==> src/rtl/smd_pkg.sv <==
package smd_pkg;

  // Defaults for the top-level parameters
  localparam int MAX_SPAN_DEF    = 5;
  localparam int SAMPLE_BITS_DEF = 24;

  // Configuration register
  localparam int CFG_BITS   = 3;
  localparam int SPAN_RESET = 4;

  // Commands from controller to datapath
  typedef struct packed {
    logic take;        // request accepted: shift sample into window
    logic load;        // copy window into sort array
    logic step_clear;  // zero the step counter
    logic step_inc;    // advance the step counter
    logic sort;        // one odd-even transposition pass
    logic align;       // shift sort array down by one
    logic pick;        // form median and result into output register
  } smd_cmd_t;

  // Status from datapath to controller
  typedef struct packed {
    logic full;        // window holds span+1 samples of this block
    logic sort_last;   // current pass is the final one
    logic align_done;  // low middle element sits at index 0
    logic out_free;    // output register can take a new result
  } smd_stat_t;

endpackage

==> src/rtl/smd_ctrl.sv <==
module smd_ctrl (
  input  logic              clk,
  input  logic              rst,
  input  logic              in_valid,
  output logic              in_ready,
  input  smd_pkg::smd_stat_t stat,
  output smd_pkg::smd_cmd_t  cmd
);
  import smd_pkg::*;

  typedef enum logic [4:0] {
    S_IDLE  = 5'b00001,
    S_CHECK = 5'b00010,
    S_SORT  = 5'b00100,
    S_ALIGN = 5'b01000,
    S_PICK  = 5'b10000
  } state_t;

  state_t state;
  state_t state_next;

  // State register
  always_ff @(posedge clk) begin
    if (rst) begin
      state <= S_IDLE;
    end else begin
      state <= state_next;
    end
  end

  // Next state and commands
  always_comb begin
    state_next = state;
    cmd        = '0;
    in_ready   = 1'b0;
    case (state)
      S_IDLE: begin
        in_ready = 1'b1;
        if (in_valid) begin
          cmd.take   = 1'b1;
          state_next = S_CHECK;
        end
      end
      S_CHECK: begin
        if (stat.full) begin
          cmd.load       = 1'b1;
          cmd.step_clear = 1'b1;
          state_next     = S_SORT;
        end else begin
          state_next = S_IDLE;
        end
      end
      S_SORT: begin
        cmd.sort = 1'b1;
        if (stat.sort_last) begin
          cmd.step_clear = 1'b1;
          state_next     = S_ALIGN;
        end else begin
          cmd.step_inc = 1'b1;
        end
      end
      S_ALIGN: begin
        if (stat.align_done) begin
          state_next = S_PICK;
        end else begin
          cmd.align    = 1'b1;
          cmd.step_inc = 1'b1;
        end
      end
      S_PICK: begin
        // hold here while the previous result is still unread
        if (stat.out_free) begin
          cmd.pick   = 1'b1;
          state_next = S_IDLE;
        end
      end
      default: begin
        state_next = S_IDLE;
      end
    endcase
  end

endmodule

==> src/rtl/smd_dp.sv <==
module smd_dp #(
  parameter int MAX_SPAN    = smd_pkg::MAX_SPAN_DEF,
  parameter int SAMPLE_BITS = smd_pkg::SAMPLE_BITS_DEF
) (
  input  logic                                clk,
  input  logic                                rst,
  input  logic                                cfg_we,
  input  logic [smd_pkg::CFG_BITS-1:0]        cfg_wdata,
  input  logic signed [SAMPLE_BITS-1:0]       sample,
  input  logic                                new_block,
  input  smd_pkg::smd_cmd_t                   cmd,
  output smd_pkg::smd_stat_t                  stat,
  output logic                                out_valid,
  input  logic                                out_ready,
  output logic signed [SAMPLE_BITS+1:0]       detrended_half,
  output logic signed [SAMPLE_BITS:0]         median_twice
);
  import smd_pkg::*;

  localparam int DEPTH    = MAX_SPAN + 1;
  localparam int SPAN_W   = $clog2(DEPTH);
  localparam int CNT_W    = $clog2(DEPTH + 1);
  localparam int MED_BITS = SAMPLE_BITS + 1;
  localparam int DET_BITS = SAMPLE_BITS + 2;
  localparam int SPAN_RST = (SPAN_RESET > MAX_SPAN) ? MAX_SPAN : SPAN_RESET;
  // Pads slots beyond the window; sorts above every real sample
  localparam logic signed [MED_BITS-1:0] PAD = {1'b0, {SAMPLE_BITS{1'b1}}};

  logic [SPAN_W-1:0]                 span;
  logic [CNT_W-1:0]                  fill;
  logic [SPAN_W-1:0]                 step;
  logic signed [SAMPLE_BITS-1:0]     win [DEPTH];
  logic signed [SAMPLE_BITS-1:0]     cur;
  logic signed [MED_BITS-1:0]        srt      [DEPTH];
  logic signed [MED_BITS-1:0]        srt_next [DEPTH];
  logic [SPAN_W-1:0]                 half;
  logic signed [MED_BITS-1:0]        med2;
  logic signed [DET_BITS-1:0]        det;

  // Span register, saturating writes
  always_ff @(posedge clk) begin
    if (rst) begin
      span <= SPAN_W'(SPAN_RST);
    end else if (cfg_we) begin
      if (int'(cfg_wdata) > MAX_SPAN) begin
        span <= SPAN_W'(MAX_SPAN);
      end else begin
        span <= SPAN_W'(cfg_wdata);
      end
    end
  end

  // Fill count, restarts on a new block
  always_ff @(posedge clk) begin
    if (rst) begin
      fill <= '0;
    end else if (cmd.take) begin
      if (new_block) begin
        fill <= CNT_W'(1);
      end else if (fill < CNT_W'(DEPTH)) begin
        fill <= fill + CNT_W'(1);
      end
    end
  end

  // Window shift line, newest at index 0
  always_ff @(posedge clk) begin
    if (cmd.take) begin
      win[0] <= sample;
      for (int i = 1; i < DEPTH; i++) begin
        win[i] <= win[i-1];
      end
      cur <= sample;
    end
  end

  // Step counter for sort passes and alignment shifts
  always_ff @(posedge clk) begin
    if (rst) begin
      step <= '0;
    end else if (cmd.step_clear) begin
      step <= '0;
    end else if (cmd.step_inc) begin
      step <= step + SPAN_W'(1);
    end
  end

  // Sort array: load, transposition pass, or shift down
  always_comb begin
    srt_next = srt;
    if (cmd.load) begin
      for (int i = 0; i < DEPTH; i++) begin
        if (SPAN_W'(i) <= span) begin
          srt_next[i] = MED_BITS'(win[i]);
        end else begin
          srt_next[i] = PAD;
        end
      end
    end else if (cmd.sort) begin
      for (int i = 0; i < DEPTH - 1; i++) begin
        if (((i % 2) == int'(step[0])) && (srt[i] > srt[i+1])) begin
          srt_next[i]   = srt[i+1];
          srt_next[i+1] = srt[i];
        end
      end
    end else if (cmd.align) begin
      for (int i = 0; i < DEPTH - 1; i++) begin
        srt_next[i] = srt[i+1];
      end
    end
  end

  always_ff @(posedge clk) begin
    srt <= srt_next;
  end

  // Low middle index of the window
  assign half = span >> 1;

  // Odd window (even span) doubles the middle; even window adds the pair
  assign med2 = span[0] ? (srt[0] + srt[1]) : (srt[0] + srt[0]);
  assign det  = DET_BITS'($signed({cur, 1'b0})) - DET_BITS'(med2);

  // Output register
  always_ff @(posedge clk) begin
    if (rst) begin
      out_valid <= 1'b0;
    end else if (cmd.pick) begin
      out_valid <= 1'b1;
    end else if (out_ready) begin
      out_valid <= 1'b0;
    end
  end

  always_ff @(posedge clk) begin
    if (cmd.pick) begin
      detrended_half <= det;
      median_twice   <= med2;
    end
  end

  // Status
  assign stat.full       = (fill >= (CNT_W'(span) + CNT_W'(1)));
  assign stat.sort_last  = (step == SPAN_W'(DEPTH - 1));
  assign stat.align_done = (step == half);
  assign stat.out_free   = !out_valid || out_ready;

endmodule

==> src/rtl/sliding_median_detrend.sv <==
// Sliding-median detrender.
// Input channel (in_valid/in_ready): one signed sample per request plus a
// new_block flag that restarts the window fill with that sample.
// Output channel (out_valid/out_ready): detrended_half = 2*sample - median_twice,
// where median_twice is the sum of the two middle values of the window (the
// current sample and the window_span samples before it), or twice the middle.
// No result is given until the window of the current block is full.
// cfg_we/cfg_wdata write window_span; values above MAX_SPAN saturate.
// Timing: after the accept edge the check state tests the fill. A sample that
// gives no result then leaves the block ready again. Otherwise MAX_SPAN+1
// odd-even sort passes follow, then window_span/2 (rounded down) shift steps
// and a final check to find the middle pair at the front, then the output
// register is loaded and the block returns to ready for the next sample.
// The block takes no new sample while one is still in these steps.
// The output register lets the next sample be taken while a result waits;
// if the receiver stalls, the next result holds in its final step.
// Reset (rst, synchronous) empties the window fill, drops a pending result
// and sets window_span to 4.
module sliding_median_detrend #(
  parameter int MAX_SPAN    = smd_pkg::MAX_SPAN_DEF,
  parameter int SAMPLE_BITS = smd_pkg::SAMPLE_BITS_DEF
) (
  input  logic                          clk,
  input  logic                          rst,
  input  logic                          cfg_we,
  input  logic [smd_pkg::CFG_BITS-1:0]  cfg_wdata,
  input  logic                          in_valid,
  output logic                          in_ready,
  input  logic signed [SAMPLE_BITS-1:0] sample,
  input  logic                          new_block,
  output logic                          out_valid,
  input  logic                          out_ready,
  output logic signed [SAMPLE_BITS+1:0] detrended_half,
  output logic signed [SAMPLE_BITS:0]   median_twice
);
  import smd_pkg::*;

  smd_cmd_t  cmd;
  smd_stat_t stat;

  // Sequencer
  smd_ctrl u_ctrl (
    .clk      (clk),
    .rst      (rst),
    .in_valid (in_valid),
    .in_ready (in_ready),
    .stat     (stat),
    .cmd      (cmd)
  );

  // Window, sort array and output register
  smd_dp #(
    .MAX_SPAN    (MAX_SPAN),
    .SAMPLE_BITS (SAMPLE_BITS)
  ) u_dp (
    .clk            (clk),
    .rst            (rst),
    .cfg_we         (cfg_we),
    .cfg_wdata      (cfg_wdata),
    .sample         (sample),
    .new_block      (new_block),
    .cmd            (cmd),
    .stat           (stat),
    .out_valid      (out_valid),
    .out_ready      (out_ready),
    .detrended_half (detrended_half),
    .median_twice   (median_twice)
  );

endmodule

==> config.mk <==
export PLATFORM = sky130hd
export DESIGN_NAME = sliding_median_detrend
export DESIGN_NICKNAME = d
export VERILOG_FILES = /design/src/rtl/smd_pkg.sv /design/src/rtl/smd_ctrl.sv /design/src/rtl/smd_dp.sv /design/src/rtl/sliding_median_detrend.sv
export SDC_FILE = /design/constraint.sdc
export NUM_CORES = 1
export LEC_CHECK = 0
export ABC_AREA = 1
export BUFFER_PORTS_ARGS = -buffer_cell sky130_fd_sc_hd__buf_4
export CORE_UTILIZATION = 58
export DETAILED_ROUTE_END_ITERATION = 8
export PLACE_DENSITY_LB_ADDON = 0.08
export SETUP_SLACK_MARGIN = 0.2
export SLEW_MARGIN = 20
export SYNTH_ARGS = -nofsm -noshare
export SYNTH_HDL_FRONTEND = slang
export SYNTH_HIERARCHICAL = 1
export SYNTH_SLANG_ARGS = --single-unit
==> constraint.sdc <==
create_clock -name clk -period 21.6 [get_ports clk]
set_input_delay 4.32 -clock clk [delete_from_list [all_inputs] [get_ports clk]]
set_output_delay 4.32 -clock clk [all_outputs]
set_load 0.05 [all_outputs]
-- After elaboration in Yosys (flattened, before gate mapping)
Memory sizes are Yosys's and may differ from the RTL's.
Cells that the tools add are included.
- register bits: 240
- RAM bits: 144
- bits of input ports: 33
- output and inout port bits: 53
- logic and storage cells: 120
- memories kept: 1
- memory list (memory ; depth ; bits a word ; rd ports ; clocked after memory_dff ; wr ports ; line ; source):
    u_dp.win ; 6 ; 24 ; 6 ; 0 ; 6 ; smd_dp.sv:32 ; logic signed [SAMPLE_BITS-1:0] win [DEPTH];
- add/subtract/negate cells: 6
- magnitude comparators: 14
- eq/ne operators: 16
- multiplexer cells: 47
- bitwise logic cells: 1
- reductions and logical operators: 21
- operators by type and width (kind ; number):
    $mux W50 ; 9
    $mux W125 ; 2
    $mux W25 ; 8
    $mux W150 ; 1
    $gt A25 B25 Y1 ; 5
    $add A25 B25 Y25 ; 2
    $sub A25 B25 Y26 ; 1
    $pmux W5 S5 ; 1
    $mux W5 ; 4
    $ne A4 B1 Y1 const B ; 4
    $mux W1 ; 15
    $reduce_and A2 Y1 ; 7
    $mux W3 ; 4
    $add A3 B1 Y3 const B ; 3
    $ne A2 B2 Y1 const B ; 4
    $reduce_bool A2 Y1 ; 4
    $le A1 B3 Y1 const A ; 2
    $le A2 B3 Y1 const A ; 2
    $le A3 B3 Y1 const A ; 2
    $eq A5 B1 Y1 const B ; 1
    $eq A5 B2 Y1 const B ; 1
    $eq A5 B3 Y1 const B ; 1
    $eq A5 B4 Y1 const B ; 1
    $eq A5 B5 Y1 const B ; 1
    other kinds (15) ; 20

-- Depth between registers and ports, before layout
Gate-level depths: netlist of the first run.
- depth after elaboration: 13
- depth in mapped cells: 29
- depth with buffers taken out: 27

-- By module
The synthesis of the first run kept the hierarchy.
- by module, submodules not included (module ; times used ; cells an instance ; area each (µm²) ; sequential area each (µm²)):
    smd_dp ; 1 ; 2234 ; 20774.9 ; 10530.1
    smd_ctrl ; 1 ; 53 ; 344.1 ; 100.1

-- Worst setup path after synthesis of the first run
OpenSTA, ideal clock, no wires.
- path type: input-to-reg
- from: input port in_valid
- to: register u_dp.fill[2]
- setup time: 0.091 ns
- arrival time: 11.607 ns
- required time: 21.509 ns
- slack: 9.902 ns
- cell stages on the path: 7
- buffers on the path: 0
- cell sequence: inv_1 -> nor2_1 -> inv_1 -> a31oi_1 -> a21o_1 -> o21ai_0 -> a311oi_1
- RTL lines (what ; line ; source):
    start, declared ; sliding_median_detrend.sv:27 ; input logic in_valid,
    end signal, assigned ; smd_dp.sv:61 ; fill <= fill + CNT_W'(1);
    end, declared ; smd_dp.sv:30 ; logic [CNT_W-1:0] fill;

==> results of run 1 <==
worst min-delay path by stage:
stage / startpoint / end / depth (start not counted)
3_5_place_dp: u_dp/win[3][10] / u_dp/win[4][10] / 0
4_1_cts: u_dp/win[2][15] / u_dp/win[3][15] / 0
3_3_place_gp: u_dp/win[3][9] / u_dp/win[4][9] / 0
2_1_floorplan: u_dp/win[1][0] / u_dp/win[2][0] / 0
5_1_grt: u_dp/win[2][15] / u_dp/win[3][15] / 0
6_report: u_dp/win[1][22] / u_dp/win[2][22] / 0
kinds of logic after synthesis:
group	count (synthesis)	synth area share [%]
simple gates	809	17.50
xor+xnor	33	1.369
flops	359	50.33
fa+ha+maj	177	10.56
compound gates	524	13.22
buf+inv	385	7.021
state kept, by name, summed over array words and instances (netlist names):
signal               cells
u_dp/step                3
u_dp/span                3
u_dp/win               144
u_ctrl/state             5
u_dp/srt               150
u_dp/out_valid           1
u_dp/fill                3
u_dp/detrended_half     26
u_dp/median_twice       24
per-layer routing:
metal | vias up | wire length (um) | global-route usage, %
li1 | 8097 | - | -
met5 | - | 0 | 0
met2 | 537 | 24770 | 47.86
met1 | 7776 | 22870 | 37.76
met4 | 0 | 1367 | 9.358
met3 | 87 | 2850 | 3.783
layout by cell type (no fill, tap or decap), types with 4 or more instances in the layout:
| cell | instances |
|---|---|
| buf_4 | 102 |
| o31ai_1 | 7 |
| o21bai_1 | 6 |
| a31oi_1 | 4 |
| a21oi_2 | 4 |
| nand2_2 | 37 |
| ha_1 | 175 |
| clkbuf_16 | 41 |
| a21o_1 | 5 |
| dfxtp_1 | 15 |
| clkinv_2 | 7 |
| nor2_2 | 12 |
| a21oi_1 | 196 |
| xnor2_1 | 9 |
| nand3_2 | 15 |
| nor4_1 | 5 |
| nor2_1 | 76 |
| nand3_1 | 102 |
| nand4_1 | 37 |
| edfxtp_1 | 344 |
| inv_1 | 302 |
| o21ai_0 | 254 |
| nand2_1 | 443 |
| nor3_1 | 58 |
| xor2_1 | 24 |
| clkbuf_1 | 6 |
| clkinv_1 | 11 |
| inv_2 | 9 |
| o211ai_1 | 30 |
| nor2_4 | 8 |
metrics by stage:
stage	std cells	setup slack, ns
after floorplan	2287	9.902
after global placement	2778	14.91
after detailed placement	2778	14.82
after CTS	2848	15.40
after global routing	2849	15.55
final	2849	15.64
layout make-up:
class | instances | share of cell area [%]
Clock buffer | 48 | 4.541
Inverter | 312 | 5.017
Tap cell | 461 | 2.466
Clock inverter | 22 | 0.4654
Multi-Input combinational cell | 1543 | 38.66
Sequential cell | 359 | 45.45
Timing Repair Buffer | 104 | 3.407
power by group:
group	internal, W	leakage [nW]	total (W)	switching [W]
logic	0.0000614	6.20	0.000198	0.000136
clock network	0.000349	0.573	0.000619	0.000270
registers	0.000818	3.29	0.000843	0.0000248
total	0.00123	10.1	0.00166	0.000431
==> reports/qor.yml, run 1 <==
status:
  status: "finished, final reports clean"
worst_setup_path:
  crit_type: "in2reg"
  r2r_end: "u_dp/srt[68]"
  r2r-start: "u_dp/span[0]"
  crit_path_end_kind: "register"
  critical-path-top-delay-family: "buffers and inverters"
  startpoint: "in_valid"
  critical_path.max_stage_delay_ns: 0.80
  critical_path.cell_chain: "buf_4 > inv_1 > nor2_4 > buf_6 > buf_4"
  worstPathMaxFanout: 83
  cp.depth: 5
  crit_buf_inv: 4
  critPathMostFrequentCell: "buf_4"
  worstPathRequired_ns: 21.77
  critical-path-slowest-cell: "buf_4"
  crit_end: "u_dp/win[3][5]"
  cp.arrival_ns: 6.13
  reg2reg_depth: 13
  rrSetupSlack_ns: 16.56
  start_kind: "input pin"
synthesis:
  synth_commonest_cells: "443 x nand2_1, 344 x edfxtp_1, 303 x inv_1"
  syn_area_per_cell_um2: 9.234
  synth_area_mm2: 0.02112
  yosysTopAreaCell: "edfxtp_1"
  synth_top_area_share_pct: 48.91
  yosysSeqAreaShare_pct: 50.33
  synth_edf_count: 344
  synth_cell_types: 50
  synth_flop_cell: "edfxtp_1"
  ys.warnings.count: 6
  yosys-top-cells-area: "edfxtp_1 49%, ha_1 10%, nand2_1 7.9%, o21ai_0 6.0%, inv_1 5.4%"
  ys_ff_latch: 359
  synth_nets: 2497
  async_flop_share_pct: 0
  synthCells: 2287
  yosysMostFrequentCell: "nand2_1"
clocking:
  cts_setup_buffers: 0
  numCtsBuffers: 40
  cts_hold_buf: 0
  clockRootBuffer: "clkbuf_16"
  cts_buffer_depth: 3
  h-tree-depth: 2
  path_clk_slew_ns: 0.06
  cts_resized: 0
  cts_tree: "yes"
  clk-insertion-delay-late_ns: 0.55
  clkSinkCount: 359
floorplan:
  placementRows: 69
  core-area_mm2: 0.03574
  die-area_mm2: 0.03718
  chipHeight_um: 192.8
  die_x_um: 192.8
  initial_core_util_pct: 59.09
  io_pins: 86
timing:
  clock_skew_ns: 0.02097
  fin_crit_ns: 5.965
  drv_slew: 0
  clock.fmax_ghz: 0.1677
  rsz0062_at_grt: "no"
  relSlewSlack_pct: 31.75
  setup_violations: 0
  post-route-period-util_pct: 27.61
  tightest_slew_ns: 1.023
  hold_violations: 0
  hold-worst-slack_ns: 0.4400
  tns_ns: 0
routing:
  dr.pass1.iters: 6
  wl_per_cell_um: 18.20
  drtAntennaViolNets: 0
  wl_um: 51860
  vias_per_cell: 5.790
  vias: 16500
  drtIter0Drc: 1221
  drc_errors: 0
layout:
  layout.nets: 2570
  fillers: 2913
  multi_input_area_mm2: 0.009042
  antenna_cells: 0
  fin_util_pct: 65.44
  finish.instance_area_mm2: 0.02339
  drive_gt1_share_pct: 10.72
  area_growth_pct: 10.76
  seq_area_mm2: 0.01063
placed_design:
  port_buffers: 85
  detailed_place_hpwl_um: 38120
  place_area_mm2: 0.02220
  globalplace.congestion: 0.9193
global_routing:
  grt_overflow_total: 0
  grt_usage_pct: 28.40
  grt_pass1_vias: 16040
  antenna_found_initial: 0
  grt_pass1_wl_um: 82140
  grt_max_degree: 106
hold_path:
  holdCritPathClass: "reg2reg"
run:
  drv_cap: 0
pwr:
  p_per_area_mw_per_mm2: 70.95
  p_leak_nw: 10.06
  finalPower_w: 0.001660
  ir_drop_uv: 71.36
Note: power is estimated with default switching activity, not from simulation.
==> run 2: changes to the inputs <==
==> constraint.sdc (replaced) <==
create_clock -name clk -period 6.2 [get_ports clk]
set_input_delay 1.24 -clock clk [delete_from_list [all_inputs] [get_ports clk]]
set_output_delay 1.24 -clock clk [all_outputs]
set_load 0.05 [all_outputs]
==> run 2 against run 1 <==
  * Sequential share of layout area decreased by 0.16 points
  * First-iteration DRC count increased by 8.1%
  * Sequential cell count unchanged
==> reports/qor.yml, run 2 (synthesized netlist as in run 1, its figures left out) <==
timing:
  clock.fmax_ghz: 0.2209
  setup_violations: 0  # unchanged
  clock_skew_ns: 0.01620  # -0.004776 ns
  relSlewSlack_pct: 29.81  # -1.9 points
  tns_ns: 0  # unchanged
  drv_slew: 0  # unchanged
  rsz0062_at_grt: "no"
  tightest_slew_ns: 1.052  # +0.02902 ns
  hold_violations: 0  # unchanged
  post-route-period-util_pct: 73.02
  fin_crit_ns: 4.527
pwr:
  power.share.clock_pct: 38.6  # +1.3 points
  p_sw_w: 0.001508  # +250%
  p_leak_nw: 10.09  # +0.26%
  p_per_area_mw_per_mm2: 251.8  # +250%
  p_int_w: 0.004402  # +260%
  ir_drop_uv: 282.6  # +300%
  comb_power_share_pct: 11.7  # -0.2 points
  seqPwrFrac_pct: 49.7  # -1.1 points
  netSwitchingFraction_pct: 25.51  # -0.48 points
routing:
  vias: 16430  # -0.41%
  drtIter0Drc: 1320  # +8.1%
  wl_per_cell_um: 18.30  # +0.54%
  wl_um: 52180  # +0.61%
  drtAntennaViolNets: 0  # unchanged
  vias_per_cell: 5.763  # -0.48%
  drc_errors: 0  # unchanged
  dr.pass1.iters: 5  # -1
global_routing:
  grt_overflow_total: 0  # unchanged
  antenna_found_initial: 0  # unchanged
  grt_max_degree: 128  # +21%
  grt_pass1_vias: 16020  # -0.12%
  grt_usage_pct: 28.69  # +0.29 points
  grt_pass1_wl_um: 83100  # +1.2%
hold_path:
  min_delay_path_depth: 0  # unchanged
  holdCritPathClass: "reg2reg"
  min_to: "u_dp/win[2][10]"
  hp-start: "u_dp/win[1][10]"
worst_setup_path:
  critical_path.cell_chain: "clkinv_1 > buf_4 > ha_1 > inv_1 > ha_1 > nand2_1 > o211ai_1 > nand2_1 > inv_4 > inv_2 > buf_4 > o21ai_2 > buf_4"
  worstPathRequired_ns: 6.40  # -15.37 ns
  worstPathMaxFanout: 99  # +19%
  rrSetupSlack_ns: 1.67  # -14.89 ns
  start_kind: "register"
  r2r_end: "u_dp/srt[20]"
  cp.arrival_ns: 4.73  # -1.40 ns
  critical_path.max_stage_delay_ns: 0.62  # -0.18 ns
  reg2reg_depth: 13  # unchanged
  r2r-start: "u_dp/span[0]"
  critical-path-slowest-cell: "inv_4"
  crit_path_end_kind: "register"
  critPathMostFrequentCell: "buf_4"
  startpoint: "u_dp/span[0]"
  crit_type: "reg2reg"
placed_design:
  port_buffers: 85  # unchanged
  detailed_place_hpwl_um: 38630  # +1.3%
  globalplace.congestion: 0.8899  # -3.2%
  place_inst: 2777  # -0.036%
floorplan:
  placementRows: 69  # unchanged
  io_pins: 86  # unchanged
  chipHeight_um: 192.8  # unchanged
  initial_core_util_pct: 59.09  # unchanged
  die_x_um: 192.8  # unchanged
  core-area_mm2: 0.03574  # unchanged
  die-area_mm2: 0.03718  # unchanged
layout:
  drive_gt1_share_pct: 10.71  # about the same
  largest-register: "u_dp/srt"
  layout_commonest_cell: "nand2_1"
  instances_no_fill: 2851  # +0.070%
  top_regs: "u_dp/srt (150), u_dp/win (144), u_dp/detrended_half (26)"
  mostFrequentLayoutCells: "443 x nand2_1, 344 x edfxtp_1, 302 x inv_1, 254 x o21ai_0, 196 x a21oi_1"
  area_growth_pct: 11.16
  layout.nets: 2568  # -0.078%
  antenna_cells: 0  # unchanged
  largest_reg_flops: 150  # unchanged
clocking:
  cts_setup_buffers: 0  # unchanged
  path_clk_slew_ns: 0.06  # about the same
  h-tree-depth: 2  # unchanged
  cts_buffer_depth: 3  # unchanged
  clk-insertion-delay-late_ns: 0.54  # about the same
  cts_resized: 0  # unchanged
  clkSinkCount: 359  # unchanged
  cts_hold_buf: 0  # unchanged
  cts_tree: "yes"
  numCtsBuffers: 40  # unchanged
  clockRootBuffer: "clkbuf_16"
run:
  drv_cap: 0  # unchanged
status:
  status: "finished, final reports clean"
[run 2: changes by cell type in the layout (fill, tap and decap cells not counted), sizes merged]
cell / previous run / this run
bufinv: 0 / 2
buf: 104 / 102
clkbuf: 48 / 54
inv: 314 / 313
clkinv: 18 / 15
[run 2: critical path, delay by kind of cell (launching register included)]
kind	cells	cell delay [ns]
buf+inv	7	2.50
fa+ha+maj	2	0.61
compound gates	2	0.28
flops	1	0.49
simple gates	2	0.21
[run 2: how the worst max path moves through the flow]
stage / endpoint / slack (ns) / cells past startpoint
2_1_floorplan: u_dp/srt[25] / 1.58 / 15
3_3_place_gp: u_dp/srt[18] / 1.86 / 13
3_5_place_dp: u_dp/srt[20] / 1.73 / 13
4_1_cts: u_dp/srt[20] / 1.72 / 13
5_1_grt: u_dp/srt[20] / 1.33 / 13
6_report: u_dp/srt[20] / 1.67 / 13
[run 2: final cells by class]
| type | instances | area, um^2 |
|---|---|---|
| fill | 2953 | 12270 |
| sequential | 359 | 10630 |
| multi-input combinational | 1543 | 9042 |
| inverter | 312 | 1174 |
| clock buffer | 54 | 1105 |
| timing repair buffer | 102 | 790.8 |
| tap | 461 | 576.8 |
| clock inverter | 20 | 156.4 |
[run 2: metrics by stage]
step           worst slack, ns  util (%)  hold WS (ns)  total power, W  cell area (um^2)
2_1_floorplan            1.584         -        0.4208        0.003450             21130
3_3_place_gp             1.858     62.15        0.4266        0.003655             22210
3_5_place_dp             1.733     62.15        0.4281        0.003668             22210
4_1_cts                  1.718     65.68        0.4373        0.005945             23480
5_1_grt                  1.331     65.68        0.4475        0.006129             23480
6_report                 1.673     65.68        0.4410        0.005910             23480
[run 2: power by group through the flow]
stage          Combinational, W  Clock, W  Sequential [W]
6_report               0.000694   0.00228         0.00294
3_3_place_gp           0.000675         0         0.00298
3_5_place_dp           0.000683         0         0.00299
5_1_grt                0.000775   0.00240         0.00295
2_1_floorplan          0.000471         0         0.00298
4_1_cts                0.000693   0.00232         0.00294
[run 2: layer usage]
layer | track usage (%) | routed length, um | vias to the layer above
met2 | 47.13 | 24220 | 567
met5 | 0 | 0 | -
met4 | 10.99 | 1696 | 0
met1 | 38.72 | 23170 | 7668
li1 | - | - | 8101
met3 | 3.619 | 3097 | 93
